--- src/hdl/rnmc_pkg.sv ---
package rnmc_pkg;

  // frame parser phases
  typedef enum logic [2:0] {
    PH_IDLE,
    PH_SRC,
    PH_LEN,
    PH_FWD,
    PH_OWN
  } phase_e;

  // frame error codes reported on the aborting tick
  typedef enum logic [1:0] {
    ERR_NONE,
    ERR_HEADER,
    ERR_FWD,
    ERR_OWN
  } frame_err_e;

  // input item kinds
  localparam logic [1:0] MODE_BYTE   = 2'd0;
  localparam logic [1:0] MODE_TICK   = 2'd1;
  localparam logic [1:0] MODE_BUTTON = 2'd2;

  // configuration register indexes
  localparam logic [7:0] CFG_NODE_ADDR   = 8'd0;
  localparam logic [7:0] CFG_MASTER_ADDR = 8'd1;
  localparam logic [7:0] CFG_TIMEOUT     = 8'd2;
  localparam logic [7:0] CFG_PWM_PERIOD  = 8'd3;

  // command bytes
  localparam logic [7:0] CMD_ACK   = 8'h41;
  localparam logic [7:0] CMD_MOTOR = 8'h4D;

  // highest amplitude or frequency level
  localparam logic [2:0] LEVEL_MAX = 3'd4;

endpackage

--- src/hdl/rnmc_compare.sv ---
module rnmc_compare (
  input  logic [2:0]  level_i,
  input  logic [19:0] period_i,
  output logic [19:0] compare_o
);
  import rnmc_pkg::*;

  // duty/100 is k/20 with k in 1, 4, 8, 12, 16; /20 is a shift by two then /5
  // ceil(2^24 / 5), exact for dividends below 2^22
  localparam logic [21:0] RecipFive  = 22'd3355444;

  logic [23:0] scaled;
  logic [21:0] quarter;
  logic [43:0] product;

  always_comb begin
    case (level_i)
      3'd0:    scaled = {4'b0, period_i};
      3'd1:    scaled = {2'b0, period_i, 2'b0};
      3'd2:    scaled = {1'b0, period_i, 3'b0};
      3'd3:    scaled = {1'b0, period_i, 3'b0} + {2'b0, period_i, 2'b0};
      default: scaled = {period_i, 4'b0};
    endcase
  end

  assign quarter   = scaled[23:2];
  assign product   = {22'b0, quarter} * {22'b0, RecipFive};
  assign compare_o = product[43:24];

endmodule

--- config.mk ---
export PLATFORM = sky130hd
export DESIGN_NAME = rnmc_compare
export DESIGN_NICKNAME = d
export VERILOG_FILES = /design/src/hdl/rnmc_pkg.sv /design/src/hdl/rnmc_compare.sv
export SDC_FILE = /design/constraint.sdc
export NUM_CORES = 1
export LEC_CHECK = 0
export ABC_AREA = 1
export BUFFER_PORTS_ARGS = -buffer_cell sky130_fd_sc_hd__buf_2
export CORE_UTILIZATION = 55
export DETAILED_ROUTE_END_ITERATION = 16
export GPL_TIMING_DRIVEN = 0
export PLACE_DENSITY = 0.72
export SETUP_SLACK_MARGIN = 0.15
export SYNTH_ARGS = -nofsm -noshare
export SYNTH_HDL_FRONTEND = slang
export SYNTH_SLANG_ARGS = --single-unit
--- constraint.sdc ---
create_clock -name vclk -period 10.7
set_input_delay 0 -clock vclk [all_inputs]
set_output_delay 0 -clock vclk [all_outputs]
set_load 0.05 [all_outputs]
==> flow_summary_export.csv <==
group,metric,value,unit
setup_path,max_stage_delay,0.76,ns
cells_and_area,area_growth,5.07,%
hold_path,hp-class,"input port to output port",
setup_path,cpMostUsedCell,"fa_1",
place,dpl.hpwl,23700,um
floorplanning,die_y,137,um
detailed_routing,dr.pass1.iters,5,
timing,hold_viol_final,0,
detailed_routing,final_antenna_net_count,0,
yosys,synth_warnings,0,
cells_and_area,nClkBuffers,0,
detailed_routing,routed_via_density,5.61,
setup_path,cp-start-kind,"input port",
floorplanning,die_area,18900,um^2
floorplanning,core_area,18000,um^2
cells_and_area,layout.nets,1713,
detailed_routing,routedWlPerCell,17.3,um
detailed_routing,vias,8574,
detailed_routing,drt_iter0_drc,386,
timing,rsz0062_at_grt,"no",
yosys,syn_area,10100,um^2
setup_path,crit_required,10.70,ns
global_route,grt_pass1_vias,8702,
cells_and_area,multi_input_area,8870,um^2
cells_and_area,drive_gt1_frac,0.0516,
setup_path,cp_max_fo,6,
clock_network,ctsHoldBuffers,0,
yosys,synth_area_per_cell,8.02,um^2
yosys,synthDistinctLibCells,45,
cells_and_area,fill_cells,1692,
setup_path,critical_path_class,"input port to output port",
setup_path,path_buf_inv,6,
yosys,syn_inst,1256,
detailed_routing,wl,26400,um
cells_and_area,final_cell_mix,"inv_1, ha_1, fa_1, nand2_1, a21oi_1",
floorplanning,rows,49,
global_route,grtUsageTotal,0.298,
floorplanning,io_pins,43,
floorplanning,fp.dieW,137,um
detailed_routing,drc_errors,0,
cells_and_area,final_common_cell,"inv_1",
clock_network,cts_resized,0,
setup_path,arrival,8.11,ns
timing,finalCritPeriodShare,0.758,
place,numPortBuffers,42,
setup_path,slowest_stage,"a22oi_1",
timing,slew_headroom,0.252,
timing,worst_pin_slew,1.12,ns
timing,finalCriticalPeriod,8.11,ns
clock_network,post-cts-setup-buffers,0,
setup_path,critPathTopFamily,"adder cells",
cells_and_area,register_area,0,um^2
global_route,grt_pass1_wl,42800,um
global_route,grt_antenna_before_repair,1,
timing,clock.fmax,123,MHz
global_route,grt_max_degree,11,
status,status,"complete, no violations",
timing,fin_setup_tns,0,ns
timing,finalMaxSlewViolations,0,
yosys,seq_area_frac_synth,0,
timing,setup_viol,0,
floorplanning,start_util,0.561,
cells_and_area,seq_cell_count,0,
global_route,overflow,0,
place,place.gp.congestion,0.920,
run,maxCapViolCount,0,
setup_path,endpoint_kind,"output port",
yosys,syn_nets,1668,
## routing by layer
layer	part of all wire	vias up	GRT usage
li1	-	4188	-
met1	0.44	4059	0.396
met2	0.47	273	0.503
met3	0.061	54	0.0412
met4	0.033	0	0.0928
met5	0	-	0
## cells in the mapped netlist, types with 4 or more instances
cell	n	area share
inv_1	306	0.11
ha_1	239	0.30
fa_1	150	0.30
nand2_1	149	0.055
a21oi_1	81	0.040
nor2_1	79	0.029
o21ai_0	53	0.026
nand3_1	33	0.016
xor2_1	22	0.019
a22oi_1	15	0.011
a31oi_1	14	0.0087
o21a_1	9	0.0067
a21o_1	7	0.0052
a221oi_1	7	0.0061
clkbuf_1	7	0.0026
o21bai_1	7	0.0052
a211oi_1	6	0.0045
nand4_1	6	0.0037
o221ai_1	6	0.0052
o22ai_1	6	0.0037
and3_1	5	0.0031
nor3_1	5	0.0025
xnor2_1	5	0.0043
nand2_2	4	0.0025
or2_2	4	0.0025
## kinds of logic after synthesis
family / synth area share
AO/OA/AOI/OAI: 0.138
buffers and inverters: 0.120
XOR/XNOR: 0.0235
adder cells (fa/ha/maj): 0.595
AND/OR/NAND/NOR: 0.124
## metrics by stage
step	setup slack (ns)	instance area, um^2	cells	hold slack, ns	utilization
after floorplan	3.71	10100	1256	0.758	-
after global placement	2.72	10600	1527	1.12	0.589
after detailed placement	2.68	10600	1528	1.12	0.589
after CTS	2.67	10600	1528	1.12	0.589
after global routing	2.24	10600	1528	1.19	0.589
final	2.59	10600	1529	1.13	0.589
## cell type report
| type | instances | share of cell area |
|---|---|---|
| multi-input cells | 938 | 0.838 |
| inverters | 309 | 0.110 |
| well taps | 229 | 0.0271 |
| repair buffers | 43 | 0.0209 |
| plain buffers | 9 | 0.00461 |
| diodes | 1 | 0.000236 |
## path summary, 6_finish.rpt
| kind | start | end | slack [ns] | cells past startpoint |
|---|---|---|---|---|
| max | period_i[1] | compare_o[15] | 2.59 | 32 |
| min | period_i[0] | compare_o[1] | 1.13 | 10 |
